### src/bbr_pkg.sv
// Shared types and constants for the burst backoff reconnect controller.
`default_nettype none
package bbr_pkg;

	localparam int unsigned TIME_W   = 32;
	localparam int unsigned BASE_W   = 24;
	localparam int unsigned CNT_W    = 8;
	localparam int unsigned MAX_SHIFT = 4;
	localparam int unsigned CFG_IDX_W = 2;
	localparam int unsigned CFG_DAT_W = 32;
	localparam int unsigned IN_DATA_W  = 40;
	localparam int unsigned OUT_DATA_W = 48;

	typedef enum logic [2:0] {
		MODE_OFF        = 3'd0,
		MODE_DISC       = 3'd1,
		MODE_CONNECTING = 3'd2,
		MODE_CONNECTED  = 3'd3,
		MODE_BACKOFF    = 3'd4
	} mode_t;

	localparam logic [1:0] CMD_POLL  = 2'd0;
	localparam logic [1:0] CMD_START = 2'd1;
	localparam logic [1:0] CMD_FORCE = 2'd2;

	localparam logic [CFG_IDX_W-1:0] REG_BURST_LIMIT = 2'd0;
	localparam logic [CFG_IDX_W-1:0] REG_BASE_MS     = 2'd1;
	localparam logic [CFG_IDX_W-1:0] REG_MAX_MS      = 2'd2;
	localparam logic [CFG_IDX_W-1:0] REG_ENABLED     = 2'd3;

	localparam logic [CNT_W-1:0]  RST_BURST_LIMIT = 8'd5;
	localparam logic [BASE_W-1:0] RST_BASE_MS     = 24'd5000;
	localparam logic [TIME_W-1:0] RST_MAX_MS      = 32'd60000;
	localparam logic [CNT_W-1:0]  LEVEL_MAX       = 8'd255;

	typedef struct packed {
		logic [CNT_W-1:0]  burst_limit;
		logic [BASE_W-1:0] base_ms;
		logic [TIME_W-1:0] max_ms;
		logic              enabled;
	} cfg_t;

	typedef struct packed {
		logic [1:0]        command;
		logic [TIME_W-1:0] now_ms;
		logic              link_up;
		logic              connect_ok;
		logic              server_present;
	} item_t;

	typedef struct packed {
		logic [2:0]        mode_code;
		logic              attempt_now;
		logic              service_link;
		logic              link_lost;
		logic [CNT_W-1:0]  attempt_number;
		logic [TIME_W-1:0] backoff_duration;
	} res_t;

	typedef struct packed {
		mode_t             mode;
		logic [CNT_W-1:0]  attempt_count;
		logic [CNT_W-1:0]  backoff_level;
		logic [TIME_W-1:0] last_time;
		logic              last_valid;
		logic [TIME_W-1:0] backoff_length;
	} state_t;

endpackage
`default_nettype wire

### src/bbr_cfg.sv
// Configuration register file of the reconnect controller.
`default_nettype none
module bbr_cfg (
	input  wire                              clk,
	input  wire                              arst_n,
	input  wire                              wr_en,
	input  wire [bbr_pkg::CFG_IDX_W-1:0]     wr_index,
	input  wire [bbr_pkg::CFG_DAT_W-1:0]     wr_data,
	output bbr_pkg::cfg_t                    cfg
);
	import bbr_pkg::*;

	cfg_t cfg_q;

	always_ff @(posedge clk or negedge arst_n) begin
		if (!arst_n) begin
			cfg_q.burst_limit <= RST_BURST_LIMIT;
			cfg_q.base_ms     <= RST_BASE_MS;
			cfg_q.max_ms      <= RST_MAX_MS;
			cfg_q.enabled     <= 1'b0;
		end else if (wr_en) begin
			unique case (wr_index)
				REG_BURST_LIMIT: cfg_q.burst_limit <= wr_data[CNT_W-1:0];
				REG_BASE_MS:     cfg_q.base_ms     <= wr_data[BASE_W-1:0];
				REG_MAX_MS:      cfg_q.max_ms      <= wr_data[TIME_W-1:0];
				REG_ENABLED:     cfg_q.enabled     <= wr_data[0];
				default: ;
			endcase
		end
	end

	assign cfg = cfg_q;

endmodule
`default_nettype wire

### src/bbr_core.sv
// Controller state registers and the single-step next-state and result logic.
`default_nettype none
module bbr_core (
	input  wire            clk,
	input  wire            arst_n,
	input  wire            step,
	input  bbr_pkg::cfg_t  cfg,
	input  bbr_pkg::item_t item,
	output bbr_pkg::res_t  res
);
	import bbr_pkg::*;

	state_t cur_q;
	state_t nxt;

	logic [TIME_W-1:0] base_ext;
	logic [TIME_W-1:0] elapsed;
	logic              too_soon;
	logic              burst_done;
	logic              backoff_over;
	logic [CNT_W-1:0]  level_inc;
	logic [CNT_W-1:0]  level_m1;
	logic [3:0]        shamt;
	logic [TIME_W-1:0] len_raw;
	logic [TIME_W-1:0] len_cap;
	logic              attempt;
	logic              service;
	logic              lost;

	assign base_ext     = {{(TIME_W-BASE_W){1'b0}}, cfg.base_ms};
	assign elapsed      = item.now_ms - cur_q.last_time;
	assign too_soon     = cur_q.last_valid && (elapsed < base_ext);
	assign burst_done   = cur_q.attempt_count >= cfg.burst_limit;
	assign backoff_over = elapsed >= cur_q.backoff_length;

	// The level saturates; the shift uses the new level minus one, capped.
	assign level_inc = (cur_q.backoff_level == LEVEL_MAX) ? cur_q.backoff_level
	                                                      : cur_q.backoff_level + 8'd1;
	assign level_m1  = level_inc - 8'd1;
	assign shamt     = (level_m1 > CNT_W'(MAX_SHIFT)) ? 4'(MAX_SHIFT) : level_m1[3:0];
	assign len_raw   = base_ext << shamt;
	assign len_cap   = (len_raw > cfg.max_ms) ? cfg.max_ms : len_raw;

	always_comb begin
		nxt = cur_q;
		unique case (item.command)
			CMD_START: begin
				if (item.server_present) begin
					nxt.mode           = MODE_CONNECTING;
					nxt.attempt_count  = '0;
					nxt.backoff_level  = '0;
					nxt.backoff_length = base_ext;
					nxt.last_time      = '0;
					nxt.last_valid     = 1'b0;
				end else begin
					nxt.mode = MODE_OFF;
				end
			end
			CMD_FORCE: begin
				if (cfg.enabled) begin
					nxt.mode           = MODE_CONNECTING;
					nxt.attempt_count  = '0;
					nxt.backoff_level  = '0;
					nxt.backoff_length = base_ext;
					nxt.last_time      = '0;
					nxt.last_valid     = 1'b0;
				end
			end
			CMD_POLL: begin
				unique case (cur_q.mode)
					MODE_CONNECTING: begin
						priority if (item.link_up) begin
							nxt.mode = MODE_CONNECTED;
						end else if (burst_done) begin
							nxt.backoff_level  = level_inc;
							nxt.backoff_length = len_cap;
							nxt.last_time      = item.now_ms;
							nxt.last_valid     = 1'b1;
							nxt.attempt_count  = '0;
							nxt.mode           = MODE_BACKOFF;
						end else if (!too_soon) begin
							nxt.last_time  = item.now_ms;
							nxt.last_valid = 1'b1;
							if (item.connect_ok) begin
								nxt.mode           = MODE_CONNECTED;
								nxt.attempt_count  = '0;
								nxt.backoff_level  = '0;
								nxt.backoff_length = base_ext;
							end else begin
								nxt.attempt_count = cur_q.attempt_count + 8'd1;
							end
						end
					end
					MODE_CONNECTED: begin
						if (!item.link_up) begin
							nxt.attempt_count = '0;
							nxt.last_time     = '0;
							nxt.last_valid    = 1'b0;
							nxt.mode          = MODE_CONNECTING;
						end
					end
					MODE_BACKOFF: begin
						if (backoff_over) begin
							nxt.attempt_count = '0;
							nxt.last_time     = '0;
							nxt.last_valid    = 1'b0;
							nxt.mode          = MODE_CONNECTING;
						end
					end
					default: ;
				endcase
			end
			default: ;
		endcase
	end

	always_comb begin
		attempt = 1'b0;
		service = 1'b0;
		lost    = 1'b0;
		if (item.command == CMD_POLL) begin
			unique case (cur_q.mode)
				MODE_CONNECTING: attempt = !item.link_up && !burst_done && !too_soon;
				MODE_CONNECTED: begin
					service = item.link_up;
					lost    = !item.link_up;
				end
				default: ;
			endcase
		end
	end

	always_ff @(posedge clk or negedge arst_n) begin
		if (!arst_n) begin
			cur_q.mode           <= MODE_OFF;
			cur_q.attempt_count  <= '0;
			cur_q.backoff_level  <= '0;
			cur_q.last_time      <= '0;
			cur_q.last_valid     <= 1'b0;
			cur_q.backoff_length <= {{(TIME_W-BASE_W){1'b0}}, RST_BASE_MS};
		end else if (step) begin
			cur_q <= nxt;
		end
	end

	assign res.mode_code        = nxt.mode;
	assign res.attempt_now      = attempt;
	assign res.service_link     = service;
	assign res.link_lost        = lost;
	assign res.attempt_number   = nxt.attempt_count;
	assign res.backoff_duration = nxt.backoff_length;

endmodule
`default_nettype wire

### src/burst_backoff_reconnect_fsm.sv
// Top level of the link reconnect controller with burst attempts and backoff.
//
// Channel   Dir  Handshake            Payload
// s_*       in   s_tvalid/s_tready    s_tuser = command, s_tdata = time and link flags
// m_*       out  m_tvalid/m_tready    m_tdata = mode, strobes, count, backoff length
// cfg_*     in   cfg_valid/cfg_ready  cfg_index selects the register, cfg_data value
//
// An input beat is captured in an input register and, once the output register is
// free or is being emptied, processed as its result is loaded into the output register;
// one beat can be accepted every cycle while the output side does not stall.
// The throughput limit is the single controller state update per cycle.
// A stall on the output side holds the result register; the input register then
// keeps its beat and s_tready drops only when both registers are full.
// Reset clears mode, counters and attempt record and loads the default registers.
`default_nettype none
module burst_backoff_reconnect_fsm (
	input  wire                                clk,
	input  wire                                arst_n,
	input  wire                                s_tvalid,
	output logic                               s_tready,
	// [31:0] now_ms, [32] link_up, [33] connect_ok, [34] server_present, rest zero
	input  wire [bbr_pkg::IN_DATA_W-1:0]       s_tdata,
	// [1:0] command
	input  wire [1:0]                          s_tuser,
	output logic                               m_tvalid,
	input  wire                                m_tready,
	// [2:0] mode_code, [3] attempt_now, [4] service_link, [5] link_lost,
	// [13:6] attempt_number, [45:14] backoff_duration, rest zero
	output logic [bbr_pkg::OUT_DATA_W-1:0]     m_tdata,
	input  wire                                cfg_valid,
	output logic                               cfg_ready,
	input  wire [bbr_pkg::CFG_IDX_W-1:0]       cfg_index,
	input  wire [bbr_pkg::CFG_DAT_W-1:0]       cfg_data
);
	import bbr_pkg::*;

	cfg_t  cfg;
	item_t item_s1;
	logic  valid_s1;
	logic  advance;
	res_t  res;
	res_t  res_q;
	logic  out_valid_q;

	// Registers can always be written; the user must write only while the block is idle (not enforced).
	assign cfg_ready = 1'b1;

	bbr_cfg u_cfg (
		.clk      (clk),
		.arst_n   (arst_n),
		.wr_en    (cfg_valid),
		.wr_index (cfg_index),
		.wr_data  (cfg_data),
		.cfg      (cfg)
	);

	// The beat in the input register moves on when the output register is free
	// or is being emptied in the same cycle.
	assign advance  = valid_s1 && (!out_valid_q || m_tready);
	assign s_tready = !valid_s1 || advance;

	always_ff @(posedge clk or negedge arst_n) begin
		if (!arst_n) begin
			valid_s1 <= 1'b0;
		end else if (s_tready) begin
			valid_s1 <= s_tvalid;
		end
	end

	always_ff @(posedge clk) begin
		if (s_tready && s_tvalid) begin
			item_s1.command        <= s_tuser;
			item_s1.now_ms         <= s_tdata[TIME_W-1:0];
			item_s1.link_up        <= s_tdata[TIME_W];
			item_s1.connect_ok     <= s_tdata[TIME_W+1];
			item_s1.server_present <= s_tdata[TIME_W+2];
		end
	end

	// The controller state steps exactly once per beat, as its result is loaded into the output register.
	bbr_core u_core (
		.clk    (clk),
		.arst_n (arst_n),
		.step   (advance),
		.cfg    (cfg),
		.item   (item_s1),
		.res    (res)
	);

	always_ff @(posedge clk or negedge arst_n) begin
		if (!arst_n) begin
			out_valid_q <= 1'b0;
		end else if (advance) begin
			out_valid_q <= 1'b1;
		end else if (m_tready) begin
			out_valid_q <= 1'b0;
		end
	end

	always_ff @(posedge clk) begin
		if (advance) begin
			res_q <= res;
		end
	end

	assign m_tvalid = out_valid_q;
	assign m_tdata  = {2'b00, res_q.backoff_duration, res_q.attempt_number,
	                   res_q.link_lost, res_q.service_link, res_q.attempt_now,
	                   res_q.mode_code};

	// An attempt is only reported while connecting or just after success.
	assert property (@(posedge clk) disable iff (!arst_n)
		(m_tvalid && res_q.attempt_now) |->
		(res_q.mode_code == MODE_CONNECTING || res_q.mode_code == MODE_CONNECTED))
		else $error("attempt reported outside connecting or connected mode");

	// Servicing the link requires the connected mode.
	assert property (@(posedge clk) disable iff (!arst_n)
		(m_tvalid && res_q.service_link) |->
		(res_q.mode_code == MODE_CONNECTED && !res_q.link_lost))
		else $error("service strobe without connected mode");

	// A dropped link goes back to connecting with a fresh burst count.
	assert property (@(posedge clk) disable iff (!arst_n)
		(m_tvalid && res_q.link_lost) |->
		(res_q.mode_code == MODE_CONNECTING && res_q.attempt_number == '0))
		else $error("link loss did not restart the burst");

	// A waiting beat in the input register is never dropped while stalled.
	assert property (@(posedge clk) disable iff (!arst_n)
		(valid_s1 && !advance) |=> (valid_s1 && $stable(item_s1)))
		else $error("stalled input beat was lost");

endmodule
`default_nettype wire
### config.mk
export PLATFORM = sky130hd
export DESIGN_NAME = burst_backoff_reconnect_fsm
export DESIGN_NICKNAME = d
export VERILOG_FILES = /design/src/bbr_pkg.sv /design/src/bbr_cfg.sv /design/src/bbr_core.sv /design/src/burst_backoff_reconnect_fsm.sv
export SDC_FILE = /design/constraint.sdc
export NUM_CORES = 1
export LEC_CHECK = 0
export ABC_AREA = 1
export BUFFER_PORTS_ARGS = -buffer_cell sky130_fd_sc_hd__buf_2
export CAP_MARGIN = 20
export CELL_PAD_IN_SITES_DETAIL_PLACEMENT = 1
export CELL_PAD_IN_SITES_GLOBAL_PLACEMENT = 1
export CORE_UTILIZATION = 49
export DETAILED_ROUTE_END_ITERATION = 12
export GPL_TIMING_DRIVEN = 0
export PLACE_DENSITY_LB_ADDON = 0.1
export SLEW_MARGIN = 20
export SYNTH_ARGS = -nofsm -noshare
export SYNTH_HDL_FRONTEND = slang
export SYNTH_SLANG_ARGS = --single-unit
### constraint.sdc
create_clock -name clk -period 15.2 [get_ports clk]
set_input_delay 1.52 -clock clk [delete_from_list [all_inputs] [get_ports clk]]
set_output_delay 1.52 -clock clk [all_outputs]
set_load 0.02 [all_outputs]
==> impl_results.md <==
- Outcome: complete, no violations
- Fin cells: 3044
- Max frequency: 123.1 MHz
- Pins Over Slew Limit: 0
- Reg2reg path depth: 32
- Area grow syn2layout: 13.12%
- Leading cell types in the layout, fill and taps excluded: 732 x nand2_1, 292 x nand3_1, 275 x inv_1
- Vias per std cell: 5.997
- Pre-CTS WS: 7294 ps
- Final hold vios: 0
- Yosys warnings: 0
- Synthesized area: 0.01723 mm^2
- End of the worst hold path: u_core.cur_q[9]$_DFFE_PN1P_
- Clock root buffer: clkbuf_16
- Via count: 18256
- Final worst slack: 7075 ps
- Critical path data required time: 15490 ps
- Hold_sp: u_core.cur_q[9]$_DFFE_PN1P_
- Post-CTS sizing: 0
- Post-CTS Setup Bufs: 0
- Netlist cell types: 51
- Worst min-delay path class: flop to flop
- Cts hold-fix bufs: 0
- CP bufs+invs: 6
- Antenna Nets Post-Route: 0
- Number of global-route vias before repair: 18752
- R2R Path Start: u_core.cur_q[66]$_DFFE_PN0P_
- Slowest CP cell: buf_1
- Io pins: 132
- Combinational share of power: 0.536
- Final WL: 69210 um
- Final total power: 3569 uW
- Final Critical Period: 8125 ps
- Worst-path clk slew: 60 ps
- Clk Latency, worst-skew pair: 590 ps
- Clock power frac: 0.210
- Peak supply drop: 0.1042 mV
- Drt first pass iters: 5
- Core box area: 0.03454 mm^2
- CTS Buf Count: 29
- H-tree depth: 1
- Setup crit start kind: flop
- GRT Overall Usage: 0.3847
- Worst Setup End Kind: flop
- CP dominant cell by count: nand2_1
- CTS sink count: 234
- Post-synth top flop: dfrtp_1
- Largest net degree at the start of global routing: 83
- CTS tree: yes
- Synth Register Bits: 234
- Largest family of logic cells by synthesized area: simple AND/OR/NAND/NOR gates
- Commonest non-fill, non-tap cell in the layout: nand2_1
- Buffers added on ports: 123
- First-pass GRT wire length: 106300 um
- PD cells: 183.1 mW/mm^2
- Die area: 0.03591 mm^2
- Family with the most delay on the worst path: simple AND/OR/NAND/NOR gates
- Final Skew: 13.31 ps
- Post-synthesis xor/xnor area fraction: 0.01474
- Flop2flop setup slack: 7080 ps
- Max clock buf depth: 3
- Remaining Overflow, GRT: 0
- # setup viols final: 0
- Antenna violations before repair: 1
- Internal Power: 1839 uW
- Mean Syn Cell Area: 7.151 um^2
- Synth async-reset ratio: 0.6453
- Net Sw Power: 1730 uW
- DR iter-0 viols: 1352
- Crit share post-route: 0.5345
- Max cap viols: 0
- Synth Area in Simple Gates: 0.3001
- Rows: 68
- Share of cells above drive strength 1: 0.09849
- Worst slew pin tran: 1091 ps
- DRC viols: 0
- Fin nets: 2778
- Setup TNS: 0 ps
- RR Endpoint: m_tdata[36]$_DFFE_PP_
- WP data arrival: 8410 ps
- Number of flops mapped to enable cells by yosys: 83
- Dpl hpwl: 54080 um
- Sw frac: 0.4847
- Sequential element share of the synthesized area: 0.3654
- Placed insts: 2990
- Critical path class: flop to flop
- RSZ-0062 raised after global routing: no
- Hold depth: 2
- Share of power burned in registers: 0.254
- Finished layout cell area: 0.01949 mm^2
- Gpl congestion: 1.017
- Multiplexer share of the synthesized area: 0
- CP max stage delay: 540 ps
- N_diodes: 0
- CP Max Fanout: 10
- Leakage: 0.009499 uW
- Syn Inst Count: 2409
- Synth Area in Adders: 0.09558
- Max transition margin: 0.2681
- Die Height: 189.5 um
- Compound-gate portion of the synthesized area: 0.1357
- Starting Density: 0.4987
- Routed WL per cell: 22.74 um
- Chip Width: 189.5 um
- Placed instance area: 0.01848 mm^2
-- Yosys cell counts, types with 3 or more instances --
cell type  instances  area, um^2
clkinv_1           3       11.26
nor2_1            99       371.6
edfxtp_1          83        2492
o211ai_1          14       105.1
nand2_2            7       43.79
nand2_1          732        2748
buf_2             23       115.1
nor3_1            13       65.06
a31oi_1            6       37.54
o21bai_1          10       75.07
a21oi_1          136       680.7
buf_4              4       30.03
a221oi_1          21       183.9
nand3_1          292        1461
xnor2_1            4       35.03
dfrtp_1          132        3303
a21o_1             7       52.55
o21a_1             6       45.04
o21ai_1           14       70.07
a21boi_1          18       135.1
a21boi_0           3       22.52
o21ai_0          160       800.8
dfstp_2           19       499.2
o22ai_1            7       43.79
nor4_1             5       31.28
ha_1             130        1627
and2_1             4       25.02
inv_1            276        1036
xor2_1            25       219.0
clkbuf_1          65       244.0
nand4_1           46       287.8
inv_2              9       33.78
nor2_2             4       25.02
buf_1              6       22.52
a211oi_1           3       22.52
-- layer usage --
metal	vias up	global-route usage	share of wire
met5	-	0	0.00019
met4	2	0.1619	0.045
met3	160	0.06525	0.067
met2	724	0.6588	0.48
met1	9009	0.4766	0.41
li1	8361	-	-
-- power groups by stage --
stage | clock [uW] | combinational (uW) | sequential, uW
6_report | 748 | 1910 | 908
5_1_grt | 771 | 2110 | 917
4_1_cts | 750 | 1880 | 903
3_5_place_dp | 0 | 1860 | 911
3_3_place_gp | 0 | 1760 | 903
2_1_floorplan | 0 | 1230 | 911
-- cell families (layout without fill, tap and decap cells) --
logic type	after synthesis	after routing
adders and majority gates	131	131
other	2	3
DFF	234	234
xor gates and xnor gates	29	29
AOI/OAI and AO/OA	411	411
buffers and inverters	388	567
and+or+nand+nor	1214	1214
-- worst register-to-register path, delay by kind of cell (launching register included) --
family,cells,cell delay [ps]
AND/OR/NAND/NOR,20,3290
buffers and inverters,6,2270
XOR/XNOR,1,430
adder cells (fa/ha/maj),3,890
flip-flops,1,440
AO/OA/AOI/OAI,2,520
-- state kept, by name, summed over array words and instances (netlist names) --
name          count
m_tdata          46
u_core.cur_q     84
item_s1          37
u_cfg.cfg        65
m_tvalid          1
valid_s1          1
-- final cells by class --
cell class	count	area (um^2)
Clock buffer	32	747.0
Timing Repair Buffer	125	673.1
Clock inverter	22	262.8
Sequential cell	234	6295
Fill cell	4521	15060
Buffer	100	437.9
Multi-Input combinational cell	1788	9420
Inverter	288	1081
Tap cell	455	569.3
-- worst max path at each step --
stage | to | slack, ps | startpoint | depth (start not counted)
final | m_tdata[36]$_DFFE_PP_ | 7080 | u_core.cur_q[66]$_DFFE_PN0P_ | 32
after global routing | m_tdata[36]$_DFFE_PP_ | 6730 | u_core.cur_q[66]$_DFFE_PN0P_ | 32
after CTS | m_tdata[36]$_DFFE_PP_ | 7220 | u_core.cur_q[66]$_DFFE_PN0P_ | 32
after detailed placement | m_tdata[36]$_DFFE_PP_ | 7290 | u_core.cur_q[66]$_DFFE_PN0P_ | 32
after floorplan | m_tdata[45]$_DFFE_PP_ | 9740 | u_core.cur_q[66]$_DFFE_PN0P_ | 33
after global placement | m_tdata[30]$_DFFE_PP_ | 7560 | u_core.cur_q[66]$_DFFE_PN0P_ | 32
-- stage by stage --
| step | hold slack [ps] | utilization |
|---|---|---|
| 3_3_place_gp | 461.7 | 0.5331 |
| 6_report | 480.1 | 0.5641 |
| 3_5_place_dp | 465.1 | 0.5349 |
| 5_1_grt | 501.1 | 0.5641 |
| 2_1_floorplan | 443.7 | - |
| 4_1_cts | 481.3 | 0.5641 |
No activity file was read; power rests on OpenSTA's default activity.
